<file path="src/rtl/pns_pkg.sv">
// pns_pkg: shared constants, codes and interface structs for the pattern note sequencer
// no dependencies; used by every rtl file of the block
`default_nettype none

package pns_pkg;

    localparam int PATTERNS_DEF = 2;
    localparam int NOTES_DEF    = 5;

    localparam int FPB_W   = 20;
    localparam int BEAT_W  = 16;
    localparam int PROD_W  = BEAT_W + FPB_W;
    localparam int FRAME_W = 28;
    localparam int POS_W   = 28;
    localparam int PITCH_W = 7;
    localparam int BASE_W  = 8;
    localparam int PLEN_W  = 8;
    localparam int OCT_W   = 4;

    localparam logic [FPB_W-1:0]   FPB_RESET     = 20'd22050;
    localparam logic [BASE_W-1:0]  SEMIS_PER_OCT = 8'd12;
    localparam logic [PITCH_W-1:0] VEL_ON        = 7'd100;
    localparam logic [PITCH_W-1:0] VEL_OFF       = 7'd0;
    localparam logic [PITCH_W-1:0] NOTE_MAX      = 7'd127;

    typedef enum logic [1:0] {
        ACT_TICK = 2'd0,
        ACT_NOTE = 2'd1,
        ACT_PAT  = 2'd2,
        ACT_NONE = 2'd3
    } t_action;

    typedef enum logic [0:0] {
        CFG_FPB = 1'b0,
        CFG_RUN = 1'b1
    } t_cfg_idx;

    typedef enum logic [6:0] {
        S_IDLE = 7'b0000001,
        S_PAT  = 7'b0000010,
        S_MST  = 7'b0000100,
        S_MLEN = 7'b0001000,
        S_EVAL = 7'b0010000,
        S_ADV  = 7'b0100000,
        S_DONE = 7'b1000000
    } t_state;

    // table load from the host side
    typedef struct packed {
        logic                note_we;
        logic                pat_we;
        logic [0:0]          pslot;
        logic [2:0]          nslot;
        logic [BEAT_W-1:0]   start;
        logic [BEAT_W-1:0]   len;
        logic [PITCH_W-1:0]  pitch;
        logic [PLEN_W-1:0]   plen;
        logic [BASE_W-1:0]   base;
    } t_host_wr;

    // play state update from the sequencer
    typedef struct packed {
        logic             pos_we;
        logic [POS_W-1:0] pos;
        logic             snd_we;
        logic             snd;
    } t_seq_upd;

endpackage

`default_nettype wire

</file>
<file path="src/rtl/pns_mul.sv">
// pns_mul: shared registered 16x20 multiplier, used for every beat to frame conversion
// depends on pns_pkg for widths
`default_nettype none

module pns_mul (
    input  wire logic                         i_clk,
    input  wire logic [pns_pkg::BEAT_W-1:0]   i_a,
    input  wire logic [pns_pkg::FPB_W-1:0]    i_b,
    output logic      [pns_pkg::PROD_W-1:0]   o_p
);

    logic [pns_pkg::PROD_W-1:0] r_p;

    always_ff @(posedge i_clk) begin
        r_p <= pns_pkg::PROD_W'(i_a) * pns_pkg::PROD_W'(i_b);
    end

    assign o_p = r_p;

endmodule

`default_nettype wire

</file>
<file path="src/rtl/pns_table.sv">
// pns_table: pattern and note tables plus per-pattern position and per-note sounding flags
// depends on pns_pkg for the write structs and widths
`default_nettype none

module pns_table #(
    parameter int PATTERNS          = pns_pkg::PATTERNS_DEF,
    parameter int NOTES_PER_PATTERN = pns_pkg::NOTES_DEF,
    parameter int PW                = 1,
    parameter int KW                = 1
) (
    input  wire logic                            i_clk,
    input  wire logic                            i_rst_n,
    input  wire pns_pkg::t_host_wr               i_host,
    input  wire pns_pkg::t_seq_upd               i_upd,
    input  wire logic [PW-1:0]                   i_pat,
    input  wire logic [KW-1:0]                   i_k,
    output logic      [pns_pkg::PLEN_W-1:0]      o_plen,
    output logic      [pns_pkg::BASE_W-1:0]      o_pbase,
    output logic      [pns_pkg::POS_W-1:0]       o_ppos,
    output logic      [pns_pkg::BEAT_W-1:0]      o_nstart,
    output logic      [pns_pkg::BEAT_W-1:0]      o_nlen,
    output logic      [pns_pkg::PITCH_W-1:0]     o_npitch,
    output logic                                 o_nsnd
);

    localparam int SLOTS = PATTERNS * NOTES_PER_PATTERN;

    logic [pns_pkg::PLEN_W-1:0]  r_plen  [PATTERNS];
    logic [pns_pkg::BASE_W-1:0]  r_pbase [PATTERNS];
    logic [pns_pkg::POS_W-1:0]   r_ppos  [PATTERNS];
    logic [pns_pkg::BEAT_W-1:0]  r_start [SLOTS];
    logic [pns_pkg::BEAT_W-1:0]  r_len   [SLOTS];
    logic [pns_pkg::PITCH_W-1:0] r_pitch [SLOTS];
    logic [SLOTS-1:0]            r_snd;

    logic          pslot_ok;
    logic          nslot_ok;
    logic [KW-1:0] host_k;
    logic [PW-1:0] host_p;

    assign pslot_ok = int'(i_host.pslot) < PATTERNS;
    assign nslot_ok = int'(i_host.nslot) < NOTES_PER_PATTERN;
    assign host_p   = PW'(i_host.pslot);
    assign host_k   = KW'(int'(i_host.pslot) * NOTES_PER_PATTERN + int'(i_host.nslot));

    always_ff @(posedge i_clk) begin
        if (!i_rst_n) begin
            for (int i = 0; i < PATTERNS; i++) begin
                r_plen[i]  <= '0;
                r_pbase[i] <= '0;
                r_ppos[i]  <= '0;
            end
            for (int i = 0; i < SLOTS; i++) begin
                r_start[i] <= '0;
                r_len[i]   <= '0;
                r_pitch[i] <= '0;
            end
            r_snd <= '0;
        end else begin
            if (i_host.note_we && pslot_ok && nslot_ok) begin
                r_start[host_k] <= i_host.start;
                r_len[host_k]   <= i_host.len;
                r_pitch[host_k] <= i_host.pitch;
            end
            if (i_host.pat_we && pslot_ok) begin
                r_plen[host_p]  <= i_host.plen;
                r_pbase[host_p] <= i_host.base;
            end
            if (i_upd.pos_we) begin
                r_ppos[i_pat] <= i_upd.pos;
            end
            if (i_upd.snd_we) begin
                r_snd[i_k] <= i_upd.snd;
            end
        end
    end

    assign o_plen   = r_plen[i_pat];
    assign o_pbase  = r_pbase[i_pat];
    assign o_ppos   = r_ppos[i_pat];
    assign o_nstart = r_start[i_k];
    assign o_nlen   = r_len[i_k];
    assign o_npitch = r_pitch[i_k];
    assign o_nsnd   = r_snd[i_k];

endmodule

`default_nettype wire

</file>
<file path="src/rtl/pattern_note_sequencer.sv">
// pattern_note_sequencer: a write item leaves busy low; a tick while running scans all patterns,
// steps each active one note by note through the one shared multiplier (loop length once per
// pattern, then each note's start and length); the last word strobes on the return to idle.
// one item at a time; results come as single-cycle strobes and cannot be stalled.
// synchronous active-low reset clears tables, positions and sounding flags and resets config to defaults
// depends on pns_pkg, pns_mul, pns_table
`default_nettype none

module pattern_note_sequencer #(
    parameter int PATTERNS          = pns_pkg::PATTERNS_DEF,
    parameter int NOTES_PER_PATTERN = pns_pkg::NOTES_DEF
) (
    input  wire logic                          i_clk,
    input  wire logic                          i_rst_n,
    input  wire logic                          start,
    output logic                               busy,
    input  wire logic [1:0]                    i_action,
    input  wire logic [0:0]                    i_pattern_slot,
    input  wire logic [2:0]                    i_note_slot,
    input  wire logic [pns_pkg::BEAT_W-1:0]    i_start_beats,
    input  wire logic [pns_pkg::BEAT_W-1:0]    i_length_beats,
    input  wire logic [pns_pkg::PITCH_W-1:0]   i_pitch_offset,
    input  wire logic [pns_pkg::PLEN_W-1:0]    i_pattern_beats,
    input  wire logic [pns_pkg::OCT_W-1:0]     i_base_octave,
    input  wire logic [pns_pkg::OCT_W-1:0]     i_base_note,
    input  wire logic                          i_cfg_valid,
    output logic                               o_cfg_ready,
    input  wire logic [0:0]                    i_cfg_index,
    input  wire logic [pns_pkg::FPB_W-1:0]     i_cfg_data,
    output logic                               o_strobe,
    output logic                               o_is_note_on,
    output logic      [pns_pkg::PITCH_W-1:0]   o_note_number,
    output logic      [pns_pkg::PITCH_W-1:0]   o_velocity,
    output logic                               o_last
);

    localparam int PW = (PATTERNS > 1) ? $clog2(PATTERNS) : 1;
    localparam int NW = (NOTES_PER_PATTERN > 1) ? $clog2(NOTES_PER_PATTERN) : 1;
    localparam int KW = (PATTERNS * NOTES_PER_PATTERN > 1) ?
                        $clog2(PATTERNS * NOTES_PER_PATTERN) : 1;
    localparam logic [PW-1:0] PAT_LAST  = PW'(PATTERNS - 1);
    localparam logic [NW-1:0] NOTE_LAST = NW'(NOTES_PER_PATTERN - 1);

    localparam int FW = pns_pkg::FRAME_W;

    pns_pkg::t_state r_state, n_state;
    logic [PW-1:0]               r_pat, n_pat;
    logic [NW-1:0]               r_note, n_note;
    logic [FW-1:0]               r_loop_end, n_loop_end;
    logic [FW-1:0]               r_s, n_s;
    logic [pns_pkg::FPB_W-1:0]   r_fpb;
    logic                        r_run;
    logic                        r_pend_valid, n_pend_valid;
    logic                        r_pend_on, n_pend_on;
    logic [pns_pkg::PITCH_W-1:0] r_pend_num, n_pend_num;
    logic                        r_out_valid, n_out_valid;
    logic                        r_out_on, n_out_on;
    logic [pns_pkg::PITCH_W-1:0] r_out_num, n_out_num;
    logic                        r_out_last, n_out_last;

    logic                        accept;
    pns_pkg::t_action            act;
    pns_pkg::t_host_wr           host;
    pns_pkg::t_seq_upd           upd;
    logic [KW-1:0]               k;
    logic [pns_pkg::BEAT_W-1:0]  mul_a;
    logic [pns_pkg::PROD_W-1:0]  prod;

    logic [pns_pkg::PLEN_W-1:0]  plen;
    logic [pns_pkg::BASE_W-1:0]  pbase;
    logic [pns_pkg::POS_W-1:0]   ppos;
    logic [pns_pkg::BEAT_W-1:0]  nstart;
    logic [pns_pkg::BEAT_W-1:0]  nlen;
    logic [pns_pkg::PITCH_W-1:0] npitch;
    logic                        nsnd;

    logic [FW:0]                 e_frames;
    logic [FW:0]                 pos_ext;
    logic [FW:0]                 pos_inc;
    logic                        on_hit;
    logic                        off_hit;
    logic [pns_pkg::BASE_W:0]    pitch_sum;
    logic [pns_pkg::PITCH_W-1:0] pitch_sat;

    assign busy        = (r_state != pns_pkg::S_IDLE);
    assign accept      = start && !busy;
    assign act         = pns_pkg::t_action'(i_action);
    assign o_cfg_ready = 1'b1;

    always_comb begin
        host.note_we = accept && (act == pns_pkg::ACT_NOTE);
        host.pat_we  = accept && (act == pns_pkg::ACT_PAT);
        host.pslot   = i_pattern_slot;
        host.nslot   = i_note_slot;
        host.start   = i_start_beats;
        host.len     = i_length_beats;
        host.pitch   = i_pitch_offset;
        host.plen    = i_pattern_beats;
        host.base    = pns_pkg::BASE_W'(i_base_octave) * pns_pkg::SEMIS_PER_OCT
                     + pns_pkg::BASE_W'(i_base_note);
    end

    assign k = KW'(int'(r_pat) * NOTES_PER_PATTERN + int'(r_note));

    pns_table #(
        .PATTERNS          (PATTERNS),
        .NOTES_PER_PATTERN (NOTES_PER_PATTERN),
        .PW                (PW),
        .KW                (KW)
    ) u_table (
        .i_clk    (i_clk),
        .i_rst_n  (i_rst_n),
        .i_host   (host),
        .i_upd    (upd),
        .i_pat    (r_pat),
        .i_k      (k),
        .o_plen   (plen),
        .o_pbase  (pbase),
        .o_ppos   (ppos),
        .o_nstart (nstart),
        .o_nlen   (nlen),
        .o_npitch (npitch),
        .o_nsnd   (nsnd)
    );

    // operand for the shared multiplier, always times frames_per_beat
    always_comb begin
        unique case (r_state)
            pns_pkg::S_PAT:  mul_a = pns_pkg::BEAT_W'(plen);
            pns_pkg::S_MST:  mul_a = nstart;
            pns_pkg::S_MLEN: mul_a = nlen;
            default:         mul_a = '0;
        endcase
    end

    pns_mul u_mul (
        .i_clk (i_clk),
        .i_a   (mul_a),
        .i_b   (r_fpb),
        .o_p   (prod)
    );

    assign e_frames  = {1'b0, r_s} + {1'b0, prod[pns_pkg::PROD_W-1:8]};
    assign pos_ext   = {1'b0, ppos};
    assign pos_inc   = pos_ext + (FW+1)'(1);
    assign on_hit    = !nsnd && (pos_ext >= {1'b0, r_s}) && (pos_ext < e_frames);
    assign off_hit   = nsnd && (e_frames != '0) && (pos_ext == e_frames - (FW+1)'(1));
    assign pitch_sum = {1'b0, pbase} + (pns_pkg::BASE_W+1)'(npitch);
    assign pitch_sat = (pitch_sum > (pns_pkg::BASE_W+1)'(pns_pkg::NOTE_MAX)) ?
                       pns_pkg::NOTE_MAX : pitch_sum[pns_pkg::PITCH_W-1:0];

    always_comb begin
        n_state      = r_state;
        n_pat        = r_pat;
        n_note       = r_note;
        n_loop_end   = r_loop_end;
        n_s          = r_s;
        n_pend_valid = r_pend_valid;
        n_pend_on    = r_pend_on;
        n_pend_num   = r_pend_num;
        n_out_valid  = 1'b0;
        n_out_on     = r_out_on;
        n_out_num    = r_out_num;
        n_out_last   = r_out_last;
        upd          = '0;

        unique case (r_state)
            pns_pkg::S_IDLE: begin
                if (accept && (act == pns_pkg::ACT_TICK) && r_run) begin
                    n_pat   = '0;
                    n_state = pns_pkg::S_PAT;
                end
            end
            pns_pkg::S_PAT: begin
                n_note = '0;
                if (plen == '0) begin
                    if (r_pat == PAT_LAST) begin
                        n_state = pns_pkg::S_DONE;
                    end else begin
                        n_pat = r_pat + PW'(1);
                    end
                end else begin
                    n_state = pns_pkg::S_MST;
                end
            end
            pns_pkg::S_MST: begin
                // product of the loop length is ready only on the first note
                if (r_note == '0) begin
                    n_loop_end = prod[FW-1:0];
                end
                n_state = pns_pkg::S_MLEN;
            end
            pns_pkg::S_MLEN: begin
                n_s     = prod[pns_pkg::PROD_W-1:8];
                n_state = pns_pkg::S_EVAL;
            end
            pns_pkg::S_EVAL: begin
                upd.snd_we = on_hit || off_hit;
                upd.snd    = on_hit;
                if (on_hit || off_hit) begin
                    // hold one word back so the final one can carry last
                    if (r_pend_valid) begin
                        n_out_valid = 1'b1;
                        n_out_on    = r_pend_on;
                        n_out_num   = r_pend_num;
                        n_out_last  = 1'b0;
                    end
                    n_pend_valid = 1'b1;
                    n_pend_on    = on_hit;
                    n_pend_num   = pitch_sat;
                end
                if (r_note == NOTE_LAST) begin
                    n_state = pns_pkg::S_ADV;
                end else begin
                    n_note  = r_note + NW'(1);
                    n_state = pns_pkg::S_MST;
                end
            end
            pns_pkg::S_ADV: begin
                upd.pos_we = 1'b1;
                upd.pos    = (pos_inc >= {1'b0, r_loop_end}) ? '0 : pos_inc[FW-1:0];
                if (r_pat == PAT_LAST) begin
                    n_state = pns_pkg::S_DONE;
                end else begin
                    n_pat   = r_pat + PW'(1);
                    n_state = pns_pkg::S_PAT;
                end
            end
            pns_pkg::S_DONE: begin
                if (r_pend_valid) begin
                    n_out_valid  = 1'b1;
                    n_out_on     = r_pend_on;
                    n_out_num    = r_pend_num;
                    n_out_last   = 1'b1;
                    n_pend_valid = 1'b0;
                end
                n_state = pns_pkg::S_IDLE;
            end
            default: n_state = pns_pkg::S_IDLE;
        endcase
    end

    always_ff @(posedge i_clk) begin
        if (!i_rst_n) begin
            r_state      <= pns_pkg::S_IDLE;
            r_pat        <= '0;
            r_note       <= '0;
            r_pend_valid <= 1'b0;
            r_out_valid  <= 1'b0;
            r_fpb        <= pns_pkg::FPB_RESET;
            r_run        <= 1'b0;
        end else begin
            r_state      <= n_state;
            r_pat        <= n_pat;
            r_note       <= n_note;
            r_pend_valid <= n_pend_valid;
            r_out_valid  <= n_out_valid;
            if (i_cfg_valid) begin
                unique case (pns_pkg::t_cfg_idx'(i_cfg_index))
                    pns_pkg::CFG_FPB: r_fpb <= i_cfg_data;
                    pns_pkg::CFG_RUN: r_run <= i_cfg_data[0];
                endcase
            end
        end
    end

    always_ff @(posedge i_clk) begin
        r_loop_end <= n_loop_end;
        r_s        <= n_s;
        r_pend_on  <= n_pend_on;
        r_pend_num <= n_pend_num;
        r_out_on   <= n_out_on;
        r_out_num  <= n_out_num;
        r_out_last <= n_out_last;
    end

    assign o_strobe      = r_out_valid;
    assign o_is_note_on  = r_out_on;
    assign o_note_number = r_out_num;
    assign o_velocity    = r_out_on ? pns_pkg::VEL_ON : pns_pkg::VEL_OFF;
    assign o_last        = r_out_last;

endmodule

`default_nettype wire

</file>
<file path="config.mk">
export PLATFORM = sky130hd
export DESIGN_NAME = pattern_note_sequencer
export DESIGN_NICKNAME = d
export VERILOG_FILES = /design/src/rtl/pns_pkg.sv /design/src/rtl/pns_mul.sv /design/src/rtl/pns_table.sv /design/src/rtl/pattern_note_sequencer.sv
export SDC_FILE = /design/constraint.sdc
export NUM_CORES = 2
export LEC_CHECK = 0
export ABC_AREA = 1
export BUFFER_PORTS_ARGS = -buffer_cell sky130_fd_sc_hd__buf_2
export CAP_MARGIN = 5
export CORE_MARGIN = 2
export CORE_UTILIZATION = 64
export DETAILED_ROUTE_END_ITERATION = 6
export MAX_ROUTING_LAYER = met4
export PLACE_DENSITY = 0.81
export SETUP_SLACK_MARGIN = 0.2
export SYNTH_ARGS = -nofsm -noshare
export SYNTH_HDL_FRONTEND = slang
export SYNTH_SLANG_ARGS = --single-unit
</file>
<file path="constraint.sdc">
create_clock -name i_clk -period 11.35 [get_ports i_clk]
set_clock_uncertainty 0.1 [all_clocks]
set_input_delay 2.27 -clock i_clk [delete_from_list [all_inputs] [get_ports i_clk]]
set_output_delay 2.27 -clock i_clk [all_outputs]
set_load 0.01 [all_outputs]
</file>
# Yosys cells after proc, flatten, opt, wreduce, memory -nomap -nowiden

Memories as Yosys holds them, arrays and structs flattened. A register that Yosys moved wholly into a read port is not among the register bits.
Index checks and enable logic that the tools add are counted.

Bits in writable memories: 478
Memories kept: 6
Output and inout bits: 19
Input port bits: 86
Register bits after elaboration: 153

Bitwise logic cells: 1
$add $sub $neg: 9
Reduce and logical (&&, ||, !) cells: 36
Eq/ne operators: 19
$lt $le $gt $ge: 7
Multiplexer cells: 71
Multipliers: 4

Memory list:

| memory          | depth | width | read ports | clocked after Yosys merged registers in | write ports | line            | source |
|---|---|---|---|---|---|---|---|
| u_table.r_len   | 10    | 16    | 1          | 0                                       | 10          | pns_table.sv:32 | `logic [pns_pkg::BEAT_W-1:0] r_len [SLOTS];` |
| u_table.r_start | 10    | 16    | 1          | 0                                       | 10          | pns_table.sv:31 | `logic [pns_pkg::BEAT_W-1:0] r_start [SLOTS];` |
| u_table.r_pitch | 10    | 7     | 1          | 0                                       | 10          | pns_table.sv:33 | `logic [pns_pkg::PITCH_W-1:0] r_pitch [SLOTS];` |
| u_table.r_ppos  | 2     | 28    | 1          | 1                                       | 2           | pns_table.sv:30 | `logic [pns_pkg::POS_W-1:0] r_ppos [PATTERNS];` |
| u_table.r_pbase | 2     | 8     | 1          | 1                                       | 2           | pns_table.sv:29 | `logic [pns_pkg::BASE_W-1:0] r_pbase [PATTERNS];` |
| u_table.r_plen  | 2     | 8     | 1          | 1                                       | 2           | pns_table.sv:28 | `logic [pns_pkg::PLEN_W-1:0] r_plen [PATTERNS];` |

Operators by type and width:

| kind                  | number |
|---|---|
| $mux 28               | 2 |
| $mux 7                | 8 |
| $pmux 16 s3           | 1 |
| $pmux 7 s6            | 1 |
| $mux 1                | 38 |
| $mul 16x20->36        | 1 |
| $mux 16               | 2 |
| $reduce_or 16->1      | 2 |
| $add 28x1->29 const B | 1 |
| $add 28x28->29        | 1 |
| $eq 28x29->1          | 1 |
| $ge 29x28->1          | 1 |
| $lt 28x29->1          | 1 |
| $mux 29               | 1 |
| $reduce_bool 29->1    | 1 |
| $sub 29x1->29 const B | 1 |
| $ge 28x28->1          | 1 |
| $reduce_or 28->1      | 1 |
| $mux 8                | 2 |
| $reduce_or 8->1       | 2 |
| $pmux 7 s2            | 1 |
| $reduce_and 2->1      | 7 |
| $mux 4                | 3 |
| $ne 2x2->1 const B    | 6 |
| other kinds (45)      | 61 |

# Logic depth before layout (Yosys ltp)

Depth in word-level cells: 10
Mapped depth: 42

# By module

From an unflattened synthesis, not the netlist that was laid out.

Cell total of the unflattened synthesis: 6279
Area, all modules: 53710.3 um^2

By module, submodules not included:

| module                 | cells each | area an instance (um^2) | times used |
|---|---|---|---|
| pns_table              | 2882       | 30327.8                 | 1 |
| pns_mul                | 1705       | 12210.5                 | 1 |
| pattern_note_sequencer | 1692       | 11172.0                 | 1 |

# Worst setup path before layout

OpenSTA, ideal clock, no wires.

Path type: reg-to-reg
Start point: register r_state[4]
End point: register u_mul.r_p (netlist bit u_mul.o_p[28])
Setup time: 0.112 ns
Cell stages (with the launch flop): 30
Path buffers: 1
Setup slack: 2.610 ns
Clock period less this slack: 8.740 ns
Arrival time: 8.528 ns
Path through: dfxtp_1 nor2_1 nand2_1 nor4_2 inv_1 o311ai_1 clkinv_1 clkbuf_1 nor2_1 fa_1 inv_1 fa_1 fa_1 fa_1 inv_1 fa_1 inv_1 fa_1 inv_1 ha_1 a21oi_1 a21boi_0 o21ai_0 a21boi_1 o21ai_0 a21boi_1 o21ai_0 nand2_1 a21o_1 nand2_1

Longest elaborated chain between the ends: 3
Elaborated cells between the ends (all ways): 5
Those cells by class: 1 x mul; 3 x eq/ne; 1 x mux

RTL lines:

| element                            | line                          | source |
|---|---|---|
| from (decl)                        | pattern_note_sequencer.sv:46  | `pns_pkg::t_state r_state, n_state;` |
| from (signal assigned)             | pattern_note_sequencer.sv:245 | `r_state <= pns_pkg::S_IDLE;` |
| from (signal assigned)             | pattern_note_sequencer.sv:253 | `r_state <= n_state;` |
| $eq 7x4->1 (tied with other cells) | pattern_note_sequencer.sv:128 | `unique case (r_state)` |
| $pmux 16 s3 *                      | pattern_note_sequencer.sv:128 |  |
| $mul 16x20->36 *                   | pns_mul.sv:15                 | `r_p <= pns_pkg::PROD_W'(i_a) * pns_pkg::PROD_W'(i_b);` |
| to (signal assigned)               | pns_mul.sv:15                 |  |
| to (decl)                          | pns_mul.sv:12                 | `logic [pns_pkg::PROD_W-1:0] r_p;` |

Mark *: on every way between the ends. The rest lies on a longest branch, timed or not.
A chain may end at the register's enable or synchronous reset.

# Worst setup path after layout

Start point: register r_pat
End point: register u_mul.r_p (netlist bit u_mul.o_p[28])

Longest elaborated chain between the ends: 5
Elaborated cells between the ends (all ways): 6
Those cells by class: 1 x add/sub; 2 x mul; 1 x mux; 2 x memory

RTL lines:

| element                          | line                          | source |
|---|---|---|
| from (decl)                      | pattern_note_sequencer.sv:47  | `logic [PW-1:0] r_pat, n_pat;` |
| from (signal assigned)           | pattern_note_sequencer.sv:254 | `r_pat <= n_pat;` |
| $mul 1x3->4 *                    | pattern_note_sequencer.sv:103 | `assign k = KW'(int'(r_pat) * NOTES_PER_PATTERN + int'(r_note));` |
| $add 4x3->4 *                    | pattern_note_sequencer.sv:103 |  |
| $mem_v2 10x16 (on tied branches) | -                             |  |
| $pmux 16 s3 *                    | pattern_note_sequencer.sv:128 |  |
| $mul 16x20->36 *                 | pns_mul.sv:15                 |  |

Marked as above.

==> results.toml <==
[min_path]
hold_class = "register to register"
hp-start = "u_mul.o_p[5]"
min_to = "r_loop_end[5]"
min_path_cells = 0

[clocking]
numCtsBuffers = 86
htreeDepth = 3
cts_setup_buffers = 0
cts_buffer_depth = 3
cts-root-buf = "clkbuf_16"
clkLatencyLatePin_ps = 700
hold_buffers = 0
path_clk_slew_ps = 70
cts_tree = "done"
cts_num_sinks = 866
post_cts.resized_instances = 0

[timing]
slew_headroom_pct = 30.35
rsz0062_at_grt = "false"
hold_violations = 0
fin_ws_ps = 1134
setup_tns_ps = 0
hold_slack_ps = 299.3
drv_slew = 0
max_slew.worst_pin.slew_ps = 1042
period_share_pct = 90.01
period_minus_slack_ps = 10220
max_freq_mhz = 97.89
setup_viol = 0

[critical_path]
reg2reg_to = "u_mul.o_p[28]"
ff2ff_setup_slack_ps = 1130
worstPathRequired_ps = 11790
critPathKind = "register to register"
r2r_start = "r_pat"
start_kind = "register"
critPathCaptureType = "register"
cp.arrival_ps = 10650
critPathMaxFanout = 60
rr_worst_depth = 34
slowest_delay_ps = 850
cp_slowest_cell = "ha_1"

[grt]
grt_max_degree = 75
grt_antenna_before_repair = 3
gr-usage-all-layers_pct = 37.19
overflow = 0
grt_first_pass_wirelength_um = 222300
first_global_vias = 38440

[logic_synthesis]
synthArstFlopShare_pct = 0
synth_seq_area_share_pct = 49.94
synth_top_area_share_pct = 46.73
ys_warn_count = 0
yosys-top-cells-count = "nand2_1, edfxtp_1, nor2_1, inv_1, fa_1"
synthesis.area_mm2 = 0.05044
synth.area.top_cells = "edfxtp_1, fa_1, nand2_1"
yosysTopAreaCell = "edfxtp_1"
yosysMostFrequentCell = "nand2_1"
synthCells = 5096
avgSynthCellArea_um2 = 9.899
synth_edf_count = 785
ys_ff_latch = 866
yosysUniqueCellTypes = 65
synthFlopType = "edfxtp_1"

[power]
power.leakage_uw = 0.02335
peakVddDrop_mv = 0.1480
p_per_area_mw_per_mm2 = 150.3
power_uw = 8267

[run_status]
failed_checks = "design-rule violations"
status = "complete, but fails checks"

[route]
drt-wirelength-per-cell_um = 23.28
drt_iter0_drc = 5146
first_pass_iters = 7
ant_nets = 0
via_per_inst = 6.233
wl_um = 145800
via_count = 39050
drc = 4

[cells_and_area]
drive_gt1_share_pct = 9.020
nets = 5737
area_delta_synth_final_pct = 9.028
n_fill_cell = 5517
postLayoutCoreUtil_pct = 70.76

[place]
routabilityCongestion = 0.9870
hpwl_um = 97770
io_buffers = 99
preCtsSetupSlack_ps = 1407

[floorplanning]
num_io_pins = 105
die_h_um = 284.8
rows = 102
die_width_um = 284.8
fp.coreArea_mm2 = 0.07772
design.die.area_mm2 = 0.08108
initial_core_util_pct = 64.90

[run]
drv_cap = 0
## worst max-delay path by stage
stage,to,startpoint
after floorplan,u_mul.o_p[28],r_state[4]
after global placement,u_mul.o_p[30],r_pat
after detailed placement,u_mul.o_p[30],r_pat
after CTS,u_mul.o_p[30],r_pat
after global routing,u_mul.o_p[28],r_pat
final,u_mul.o_p[28],r_pat
## worst max-delay path, delay by kind of cell (launching register included)
kind	cells	cell delay, ps
compound gates	11	2390
fa+ha+maj	8	4070
simple gates	6	1220
buf+inv	9	1880
flops	1	360
## per-stage QoR
| step | instance area (um2) | cells |
|---|---|---|
| floorplan | 50460 | 5099 |
| CTS | 54990 | 6262 |
| global placement | 52140 | 6105 |
| detailed placement | 52140 | 6105 |
| global route | 55000 | 6264 |
| finish | 55000 | 6264 |
## state kept, by name (all words and copies together) (netlist names), 16 cells and up, named ones only
register         cells
u_table.r_pitch    112
r_s                 28
u_table.r_start    256
u_table.r_ppos      56
u_table.r_plen      16
u_table.r_pbase     16
r_loop_end          28
u_mul.o_p           36
u_table.r_len      256
r_fpb               20
## cell usage in the layout, fill, tap and decap left out, drive strengths merged, types with 4 or more instances in the layout
master / instances
nand3: 181
xor2: 59
conb: 5
o21ai: 206
o22ai: 236
a211oi: 6
clkinv: 51
nand4: 75
nor3: 36
a31oi: 37
fa: 254
nor2: 778
bufinv: 5
a22oi: 28
and2: 4
or4: 7
ha: 244
dfxtp: 81
clkbuf: 107
a21oi: 149
a21o: 4
o22a: 10
o21bai: 6
inv: 707
edfxtp: 785
nand2: 857
nor4: 11
or2: 24
clkinvlp: 4
o31ai: 4
a41oi: 4
nand3b: 12
a21boi: 4
and3: 7
xnor2: 20
buf: 173
o211ai: 8
o221ai: 16
## per-layer routing
metal | global-route usage, % | vias to the layer above | part of all wire, %
met5 | - | - | 0
li1 | - | 17230 | -
met1 | 49.15 | 18520 | 37
met2 | 56.17 | 2795 | 45
met3 | 8.096 | 504 | 14
met4 | 15.61 | 0 | 4.5
## cell type report
class | instances | area (um2) | area share [%]
clock inverter | 50 | 534.3 | 0.9714
inverter | 717 | 2699 | 4.907
sequential | 866 | 25200 | 45.81
timing repair buffer | 173 | 1076 | 1.956
tap | 1040 | 1301 | 2.366
multi-input combinational | 3309 | 21860 | 39.75
antenna | 2 | 5.005 | 0.009100
clock buffer | 107 | 2323 | 4.225
## power by group
part           internal [uW]  total (uW)  switching, uW
clock                   1590        2860           1270
combinational            537        1800           1260
sequential              3550        3600           50.1
total                   5680        8270           2590
## kinds of logic (layout without fill, tap and decap cells)
family / count (synthesis) / count (layout) / share of synthesized area, %
compound gates: 730 / 730 / 8.684
xor+xnor: 79 / 79 / 1.372
fa+ha+maj: 498 / 498 / 16.13
buf+inv: 924 / 1047 / 7.039
flops: 866 / 866 / 49.94
mux: 3 / 3 / 0.05953
other cells: 2 / 7 / 0.01489
simple gates: 1994 / 1994 / 16.75
Note: power is estimated with default switching activity, not from simulation.
